**config.mk**
```make
export PLATFORM = sky130hd
export DESIGN_NAME = spq_cell
export DESIGN_NICKNAME = d
export VERILOG_FILES = /design/src/rtl/assert_macros.svh /design/src/rtl/spq_pkg.sv /design/src/rtl/spq_cell.sv
export SDC_FILE = /design/constraint.sdc
export NUM_CORES = 1
export LEC_CHECK = 0
export BUFFER_PORTS_ARGS = -buffer_cell sky130_fd_sc_hd__buf_2
export CORE_AREA = 2 2 151 153
export DETAILED_ROUTE_END_ITERATION = 8
export DIE_AREA = 0 0 153 155
export SYNTH_ARGS = -nofsm -noshare
export SYNTH_HDL_FRONTEND = slang
export SYNTH_SLANG_ARGS = --single-unit
export TNS_END_PERCENT = 50
```
**constraint.sdc**
```tcl
create_clock -name clk -period 11.8 [get_ports clk]
set_input_delay 2.36 -clock clk [delete_from_list [all_inputs] [get_ports clk]]
set_output_delay 2.36 -clock clk [all_outputs]
set_load 0.02 [all_outputs]
```
**src/rtl/assert_macros.svh**
```systemverilog
// Assertion macros used by the top level of the sorted priority queue.
`ifndef ASSERT_MACROS_SVH
`define ASSERT_MACROS_SVH

// Check a condition at every clock edge outside reset.
`define SPQ_ASSERT(label, cond, msg) \
    label: assert property (@(posedge clk) disable iff (!rst_n) (cond)) else $error(msg);

// Check that a trigger in one cycle implies a condition in the next cycle.
`define SPQ_ASSERT_NEXT(label, trig, cond, msg) \
    label: assert property (@(posedge clk) disable iff (!rst_n) (trig) |=> (cond)) \
        else $error(msg);

`endif

```
**src/rtl/spq_pkg.sv**
```systemverilog
// Types and constants shared by the sorted priority queue modules.
`timescale 1ns / 1ps
`default_nettype none

package spq_pkg;

    localparam int KEY_W   = 32;
    localparam int VALUE_W = 64;

    localparam logic KIND_INSERT  = 1'b0;
    localparam logic KIND_EXTRACT = 1'b1;

    typedef enum logic [1:0] {
        ST_OK    = 2'd0,
        ST_FULL  = 2'd1,
        ST_EMPTY = 2'd2
    } status_t;

    localparam logic [VALUE_W-1:0] NEG_INF_BITS = 64'hFFF0_0000_0000_0000;

    // Command broadcast to every cell of the chain.
    typedef struct packed {
        logic                      insert;
        logic                      extract;
        logic signed [KEY_W-1:0]   key;
        logic        [VALUE_W-1:0] value;
    } spq_op_t;

endpackage

`default_nettype wire

```
**src/rtl/spq_cell.sv**
```systemverilog
// One slot of the sorted chain: holds a key and payload, shifts with its neighbors.
`timescale 1ns / 1ps
`default_nettype none

module spq_cell (
    input  wire logic                                clk,
    input  wire spq_pkg::spq_op_t                    op,
    input  wire logic                                occ,
    input  wire logic                                left_keep,
    input  wire logic signed [spq_pkg::KEY_W-1:0]    left_key,
    input  wire logic        [spq_pkg::VALUE_W-1:0]  left_value,
    input  wire logic signed [spq_pkg::KEY_W-1:0]    right_key,
    input  wire logic        [spq_pkg::VALUE_W-1:0]  right_value,
    output logic                                     keep,
    output logic signed [spq_pkg::KEY_W-1:0]         key,
    output logic        [spq_pkg::VALUE_W-1:0]       value
);

    logic signed [spq_pkg::KEY_W-1:0]   key_reg,   key_next;
    logic        [spq_pkg::VALUE_W-1:0] value_reg, value_next;

    // Stay in place when this entry sorts at or ahead of the new key.
    assign keep = occ && (key_reg <= op.key);

    always_comb
    begin
        key_next   = key_reg;
        value_next = value_reg;
        priority if (op.extract)
        begin
            key_next   = right_key;
            value_next = right_value;
        end
        else if (op.insert && !keep)
        begin
            if (left_keep)
            begin
                key_next   = op.key;
                value_next = op.value;
            end
            else
            begin
                key_next   = left_key;
                value_next = left_value;
            end
        end
        else
        begin
            // Hold the entry.
            key_next   = key_reg;
            value_next = value_reg;
        end
    end

    always_ff @(posedge clk)
    begin
        key_reg   <= key_next;
        value_reg <= value_next;
    end

    assign key   = key_reg;
    assign value = value_reg;

endmodule

`default_nettype wire

```
==> results of run 1 <==
==> power groups by stage <==
stage          Combinational [W]  Clock, W  Sequential [W]
5_1_grt                 0.000292  0.000337        0.000446
2_1_floorplan          0.0000919         0        0.000507
3_3_place_gp            0.000267         0        0.000448
3_5_place_dp            0.000270         0        0.000450
4_1_cts                 0.000271  0.000331        0.000442
6_report                0.000265  0.000313        0.000442
==> cells by family after synthesis <==
family                   Yosys count  share of synthesized area (%)
AO/OA/AOI/OAI                    124                          11.70
AND/OR/NAND/NOR                  121                          9.087
multiplexers                      96                          16.86
flip-flops                        96                          50.57
buffers and inverters             69                          4.763
adder cells (fa/ha/maj)           32                          7.024
==> cell type report <==
| cell class | count | area share [%] |
|---|---|---|
| sequential | 96 | 34.99 |
| tap | 285 | 4.329 |
| timing repair buffer | 394 | 24.15 |
| clock buffer | 9 | 2.734 |
| clock inverter | 6 | 1.033 |
| multi-input combinational | 373 | 31.04 |
| inverter | 37 | 1.686 |
| antenna | 1 | 0.03038 |
==> per-stage QoR <==
stage	hold WS (ns)	cell area [um^2]	cells
after detailed placement	1.487	7925	1185
after global routing	1.577	8238	1201
final	1.455	8238	1201
after global placement	1.454	7925	1185
after CTS	1.498	8235	1200
after floorplan	2.303	5700	538
==> metal layers <==
metal,up-vias,part of all wire (%),track usage (%)
met3,15,6.5,3.454
met4,0,1.6,3.880
met5,-,0,0
met2,228,52,28.10
li1,2690,-,-
met1,2264,40,17.31
==> Yosys cell counts, drive strengths merged <==
master	number	share of area, %
a211oi	1	0.13
a21boi	1	0.13
a21o	3	0.40
a21oi	13	1.2
a221oi	1	0.15
a311o	1	0.18
a31oi	1	0.11
and3	1	0.13
and4	1	0.15
buf	10	0.88
clkbuf	22	1.4
edfxtp	96	51
ha	32	7.0
inv	37	2.4
mux2i	96	17
nand2	102	6.7
nand3	2	0.18
nand4	8	0.99
nor2	2	0.13
nor2b	1	0.11
nor3	2	0.18
nor4	1	0.37
o21ai	100	8.8
o311a	1	0.18
o31a	1	0.15
o41ai	1	0.29
or2b	1	0.13
==> how the worst max path moves through the flow <==
stage,start,endpoint,slack [ns],cells past startpoint
floorplan,op[94],key[0],2.45,7
global placement,op[94],keep,5.10,10
detailed placement,op[94],keep,5.06,10
CTS,op[94],keep,5.06,10
global route,op[93],keep,4.92,10
finish,op[93],keep,5.07,10
==> worst min-delay path, cell delays in order (launching register included) <==
cell	delay [ns]
edfxtp_1	0.35
ha_1	0.15
inv_1	0.05
a31oi_1	0.29
o41ai_4	0.12
buf_4	0.27
==> results.md, run 1 <==
- RR Startpoint: key[26]
- Fill cells: 2,284
- Status: complete, no violations
- Cell family with the largest share of critical-path delay: compound AO/OA/AOI/OAI gates
- Slew Viols, Final: 0
- Internal power: 0.0007168 W
- TritonCTS Sinks: 96
- Final setup violating endpoints: 0
- Slowest CP cell: a211oi_1
- Total CTS buffers: 9
- Largest net degree at the start of global routing: 87
- DR vias/cell: 4.327
- Peak Freq: 0.1487 GHz
- Commonest non-fill, non-tap cell in the layout: buf_2
- Critical path buffers and inverters: 4
- Multi-input logic area: 2557 um^2
- Seq pwr share: 43.3%
- Die H: 155 um
- Detailed-route wire length: 18.31 mm
- Count of cell types in the netlist: 30
- Critical path class: primary input to output port
- Hpwl dp: 14.94 mm
- Cts hold-fix bufs: 0
- Global-route wire length before repair: 27.77 mm
- Nets: 1,236
- Post-route ant nets: 0
- Clk root buf: clkbuf_16
- Placer Congestion: 0.8488
- Hold depth: 5
- Power Total: 0.001020 W
- Critical path, cell by cell: buf_2 > inv_1 > ha_1 > nand4_2 > inv_1 > a221oi_1 > nand4_1 > a211oi_1 > o31a_1 > buf_2
- Flip-flop and latch area: 2883 um^2
- Post-synthesis cell area: 5700 um^2
- Clock slew at reported path FFs: 0.07 ns
- Hold Crit Class: flip-flop to flip-flop
- Sw frac: 29.70%
- Wire per inst: 15.24 um
- Seq/Total Area, Yosys: 50.57%
- Clk_skew: 0.01534 ns
- Max reg flops: 64
- R2R depth: 7
- Port Buffer Count: 389
- Worst-skew pair later-pin latency: 0.35 ns
- Syn_area_per_cell: 10.60 um^2
- Total track usage: 15.04%
- Cts repair resizes: 0
- Most frequent cells in the layout: buf_2, nand2_1, o21ai_0, mux2i_1, edfxtp_1
- Max incr delay on CP: 0.47 ns
- Logic pwr share: 25.9%
- Area growth from synthesis to layout: 44.51%
- Cells after Synth: 538
- Warnings, synthesis: 0
- Crit Reg-Reg Endpoint: value[2]
- Post-Syn Nets: 863
- Initial Util: 25.65%
- CP required: 9.44 ns
- 1st-iter DRT viols: 262
- #FFs+latches synth: 96
- Layout cells sized above 1: 45.03%
- Setup slack, reg-to-reg: 8.68 ns
- Final Cycle Share: 57.00%
- Setup Buffers After CTS: 0
- Maximum level of the CTS H-tree: 3
- Initial antenna violation count: 1
- Post-Route Utilization: 37.06%
- Crit Path Max Fanout: 4
- RSZ-0062 raised after global routing: false
- Die width: 153 um
- WP data arrival: 4.37 ns
- Vias: 5,197
- Setup ws final: 5.074 ns
- CP startpoint kind: primary input
- Worst setup EP type: output port
- Critical hold path startpoint: key[31]
- Clk pwr share: 30.7%
- Pleak: 4.198 nW
- Final min period: 6.726 ns
- Core area: 22,230 um^2
- TritonCTS clock tree: yes
- I/O Pins: 390
- MaxCap Viol Count: 0
- Total Neg Setup Slack: 0 ns
- PD cells: 123.8 nW/um^2
- Worst vdd ir: 0.05380 mV
- Min-Delay Endpoint: key[18]
- Dpl ws: 5.063 ns
- Least-Margin Pin Slew: 0.9056 ns
- Die ar.: 23,720 um^2
- Final hold violations: 0
- Sw power: 0.0003028 W
- Slew headroom: 39.62%
- Vias in the first global route: 5,197
- Pre-antenna DRT Iters: 4
- DRC Markers: 0
- Site row count: 55
- Gr ovfl total: 0
- Maximum clock insertion buffer count: 2
Power figures use the tool's default switching activity.
==> inputs of run 2 (changes only) <==
- CORE_AREA: 2 2 151 153 -> 2 2 150 152
- DIE_AREA: 0 0 153 155 -> 0 0 152 154
- clock period: 11.8 -> 6 ns (I/O delays scaled with it)
==> run 2 against run 1 <==
Net effect: final cell count is 0.42% lower; clock power is 74% higher; sequential cell count stayed put; die area is 1.3% lower; total power is 90% higher; utilization is 0.82 points higher; clock-buffer cell count is 2 higher; sequential power is 96% higher; clock skew is 0.0042 ns lower; combinational power is 98% higher; register-to-register slack worse by 5.9 ns.
==> results.md, run 2 (synthesis results as in run 1) <==
- Status: complete, no violations
- Initial Util: 26.28%
- Clk root buf: clkbuf_16
- I/O Pins: 390
- Final setup violating endpoints: 0
- Total track usage: 15.13%
- Nets: 1,236
- Gr ovfl total: 0
- Least-Margin Pin Slew: 0.7849 ns
- N_diodes: 0
- Total CTS buffers: 9
- Maximum clock insertion buffer count: 2
- Slew headroom: 47.68%
- Global-route wire length before repair: 27.46 mm
- Cts repair resizes: 0
- Most frequent cells in the layout: buf_2, nand2_1, o21ai_0, mux2i_1, edfxtp_1
- Sw frac: 31.13%
- Setup Buffers After CTS: 0
- Clk pwr share: 28.1%
- Max incr delay on CP: 0.51 ns
- Seq pwr share: 44.7%
- Wire per inst: 15.35 um
- Hold slack: 1.123 ns
- Area post-placement: 7944 um^2
- Post-route ant nets: 0
- Final Cycle Share: 74.25%
- Peak Freq: 0.2245 GHz
- Design area: 8217 um^2
- Slew Viols, Final: 0
- Clock slew at reported path FFs: 0.07 ns
- Critical path buffers and inverters: 3
- 1st-iter DRT viols: 261
- Clk_skew: 0.01110 ns
- DR vias/cell: 4.402
- Total Neg Setup Slack: 0 ns
- Placer Congestion: 0.8079
- Slowest CP cell: a211oi_1
- Logic pwr share: 27.2%
- Die H: 154 um
- Worst setup EP type: output port
- TritonCTS clock tree: yes
- MaxCap Viol Count: 0
- Final hold violations: 0
- CP startpoint kind: primary input
- Critical path class: primary input to output port
- Worst vdd ir: 0.1096 mV
- Site row count: 54
- Cts hold-fix bufs: 0
- Maximum level of the CTS H-tree: 3
- Area growth from synthesis to layout: 44.14%
- CP Launch Point: op[91]
- Initial antenna violation count: 0
- CP most frequent cell: buf_2
- Port Buffer Count: 389
- Worst-skew pair later-pin latency: 0.35 ns
- Vias in the first global route: 5,110
- Cell family with the largest share of critical-path delay: compound AO/OA/AOI/OAI gates
- Internal power: 0.001334 W
- DRC Markers: 0
- Final min period: 4.455 ns
- RR Startpoint: key[27]
- PD cells: 235.7 nW/um^2
- Hold Crit Class: primary input to flip-flop
- TritonCTS Sinks: 96
- Detailed-route wire length: 18.36 mm
- WP data arrival: 3.26 ns
- Vias: 5,265
- Pre-antenna DRT Iters: 4
- Critical path, cell by cell: buf_2 > inv_1 > ha_1 > a21oi_1 > o21ai_1 > a221oi_1 > nand4_1 > a211oi_1 > o31a_1 > buf_2
- Commonest non-fill, non-tap cell in the layout: buf_2
- Sw power: 0.0006030 W
- Max reg flops: 64
- Die ar.: 23,410 um^2
- Largest net degree at the start of global routing: 95
- RSZ-0062 raised after global routing: false
- CP required: 4.80 ns
- Critical hold path startpoint: right_value[22]
- Pleak: 4.180 nW
- Layout cells sized above 1: 45.09%
- Crit Path Max Fanout: 3
- Hpwl dp: 15.02 mm
- Die width: 152 um
- Core area: 21,690 um^2
-- run 2: cell types whose count changed in the layout (fill, tap and decap cells not counted), sizes merged --
cell,before,now
diode,1,0
bufinv,2,0
clkinvlp,0,3
clkbuf,9,11
inv,37,39
clkinv,4,0
-- run 2: per-layer routing --
metal	routed length, um	vias to the layer above	track usage [%]
li1	-	2692	-
met2	9114	240	26.90
met1	7683	2308	17.92
met5	0	-	0
met3	1126	25	3.185
met4	435	0	5.785
-- run 2: cell type report --
type,count,area (um^2)
Tap cell,280,350.3
Fill cell,2223,13470
Timing Repair Buffer,394,2014
Clock inverter,5,40.04
Sequential cell,96,2883
Clock buffer,11,232.7
Multi-Input combinational cell,373,2557
Inverter,37,138.9
-- run 2: through the flow --
step	setup slack, ns	std cells	total power [W]	utilization, %
after detailed placement	1.517	1180	0.001419	36.63
after floorplan	0.04857	538	0.001175	-
after global routing	1.434	1196	0.002044	37.89
after CTS	1.506	1196	0.001973	37.89
after global placement	1.559	1180	0.001413	36.63
final	1.545	1196	0.001937	37.89
-- run 2: path summary, 6_finish.rpt --
check,end,slack [ns],cells after the start
worst min-delay path,value[22],1.12,3
worst max register to register,value[42],2.80,7
worst min register to register,key[16],1.25,4
worst max-delay path,keep,1.54,10
-- run 2: power by group through the flow --
| stage | logic [W] | registers (W) | clock network [W] |
|---|---|---|---|
| 6_report | 0.000526 | 0.000867 | 0.000544 |
| 5_1_grt | 0.000579 | 0.000875 | 0.000589 |
| 4_1_cts | 0.000538 | 0.000868 | 0.000568 |
| 3_5_place_dp | 0.000537 | 0.000882 | 0 |
| 3_3_place_gp | 0.000534 | 0.000879 | 0 |
| 2_1_floorplan | 0.000182 | 0.000992 | 0 |
-- run 2: worst reg2reg max path, stage by stage, from the launching register on --
cell and delay (ns):
edfxtp_1 0.39, ha_1 0.33, nand4_1 0.25, nor4_4 0.38
o311a_1 0.21, a211oi_1 0.08, o41ai_4 0.66, buf_4 0.52
==> inputs of run 3 (changes only) <==
- clock period: 6 -> 4 ns (I/O delays scaled with it)
==> run 3 against run 2 <==
Net effect: global-route usage about the same; non-clock buffer count up 2; first-iteration DRC count up 24%; largest cell class unchanged; wire length down 1.8%; clock-buffer cell count down 1; critical path depth down 1; final cell count up 0.17%; sequential cell count unchanged; highest routed layer is now met5; sequential share of layout area down 0.55 points; total power up 56%.
==> results.md, run 3 (synthesis results as in run 1) <==
- CP most frequent cell: buf_2
- Slew Viols, Final: 0
- 1st-iter DRT viols: 323
- Least-Margin Pin Slew: 0.5968 ns
- MaxCap Viol Count: 0
- Largest net degree at the start of global routing: 99
- Hold depth: 3
- Worst vdd ir: 0.1614 mV
- Initial antenna violation count: 2
- Post-route ant nets: 0
- R2R depth: 7
- Cts hold-fix bufs: 0
- Critical path, cell by cell: buf_2 > inv_8 > ha_4 > nand4_1 > nor4_4 > o311a_1 > a211oi_2 > o31a_1 > buf_2
- Post-Route Utilization: 38.49%
- Min-Delay Endpoint: value[55]
- Detailed-route wire length: 18.04 mm
- Worst setup EP type: output port
- Total Neg Setup Slack: 0 ns
- Maximum clock insertion buffer count: 2
- Wire per inst: 15.05 um
- Vias: 5,268
- DR vias/cell: 4.397
- Layout cells sized above 1: 46.13%
- Pre-antenna DRT Iters: 5
- Global-route wire length before repair: 27.78 mm
- Core area: 21,690 um^2
- Die width: 152 um
- Setup slack, reg-to-reg: 1.25 ns
- Critical hold path startpoint: right_value[55]
- Vias in the first global route: 5,231
- Placer Congestion: 0.8363
- Critical path class: primary input to output port
- Initial Util: 26.28%
- Crit Path Max Fanout: 3
- Met1 Resource Use GR: 17.06%
- Hold Crit Class: primary input to flip-flop
- Final min period: 3.461 ns
- Slowest CP cell: nor4_4
- Clock slew at reported path FFs: 0.07 ns
- Die H: 154 um
- Crit Reg-Reg Endpoint: value[34]
- GRT busiest layer: met2
- Final setup violating endpoints: 0
- Power Total: 0.003031 W
- I/O Pins: 390
- Slew headroom: 60.21%
- Die ar.: 23,410 um^2
- Max incr delay on CP: 0.40 ns
- Clk root buf: clkbuf_16
- Final hold violations: 0
- Total track usage: 15.11%
- RSZ-0062 raised after global routing: false
- RR Startpoint: key[27]
- Status: complete, no violations
- CP required: 3.20 ns
- Most frequent cells in the layout: buf_2, nand2_1, o21ai_0, mux2i_1, edfxtp_1
- Met2 Use GR: 26.88%
- Commonest non-fill, non-tap cell in the layout: buf_2
- Final Cycle Share: 86.51%
- Clk_skew: 0.009264 ns
- Maximum level of the CTS H-tree: 3
- Peak Freq: 0.2890 GHz
- DRC Markers: 0
- Pleak: 4.230 nW
- WP data arrival: 2.66 ns
- Area growth from synthesis to layout: 46.44%
- Port Buffer Count: 389
- Site row count: 54
- Max reg flops: 64
- Gr ovfl total: 0
- TritonCTS Sinks: 96
- Hpwl dp: 14.79 mm
- Setup Buffers After CTS: 0
- Fill cells: 2,210
- TritonCTS clock tree: yes
- CP startpoint kind: primary input
- Nets: 1,238
- Total CTS buffers: 9
- Worst-skew pair later-pin latency: 0.35 ns
- PD cells: 363.0 nW/um^2
- GR met3 Demand/Resource: 5.073%
- Cts repair resizes: 0
## run 3: cell types whose count changed in the layout (fill, tap and decap cells not counted), moves of 3 or more
cell	delta
inv_2	+3
ha_1	-3
ha_4	+3
clkinvlp_4	-3
inv_1	-4
## run 3: worst max path at each step
stage,from,to,cells after the start
4_1_cts,op[91],keep,9
3_5_place_dp,op[91],keep,9
2_1_floorplan,op[91],key[0],7
5_1_grt,op[91],keep,9
3_3_place_gp,op[91],keep,9
6_report,op[91],keep,9
## run 3: cell type report
type	instances	area, um^2	area share [%]
Timing Repair Buffer	396	2054	24.61
Sequential cell	96	2883	34.53
Antenna cell	1	2.502	0.02998
Multi-Input combinational cell	373	2600	31.15
Tap cell	280	350.3	4.197
Inverter	37	146.4	1.754
Clock inverter	5	82.58	0.9892
Clock buffer	10	229.0	2.743
## run 3: report_power, final
part | switching (W) | internal [W]
combinational | 0.000474 | 0.000323
clock | 0.000382 | 0.000546
sequential | 0.0000443 | 0.00126
## run 3: critical path: cells and delay by family
kind,cells,cell delay [ns]
and+or+nand+nor,2,0.63
AOI/OAI and AO/OA,3,0.62
buffers and inverters,3,0.33
adders and majority gates,1,0.26
## run 3: per-layer routing
metal	part of all wire, %	wire [um]	vias to the layer above
li1	-	-	2695
met1	39	7001	2292
met2	50	9081	251
met3	8.3	1498	28
met4	2.4	439	2
met5	0.072	13	-
## run 3: per-stage QoR
step	hold WS, ns	cells	cell area (um^2)	setup WS [ns]
2_1_floorplan	0.9871	538	5762	-1.428
3_3_place_gp	1.081	1182	8034	0.4875
3_5_place_dp	1.084	1182	8034	0.4800
4_1_cts	0.7112	1197	8346	0.4718
5_1_grt	0.7216	1198	8348	0.4191
6_report	0.7309	1198	8348	0.5394
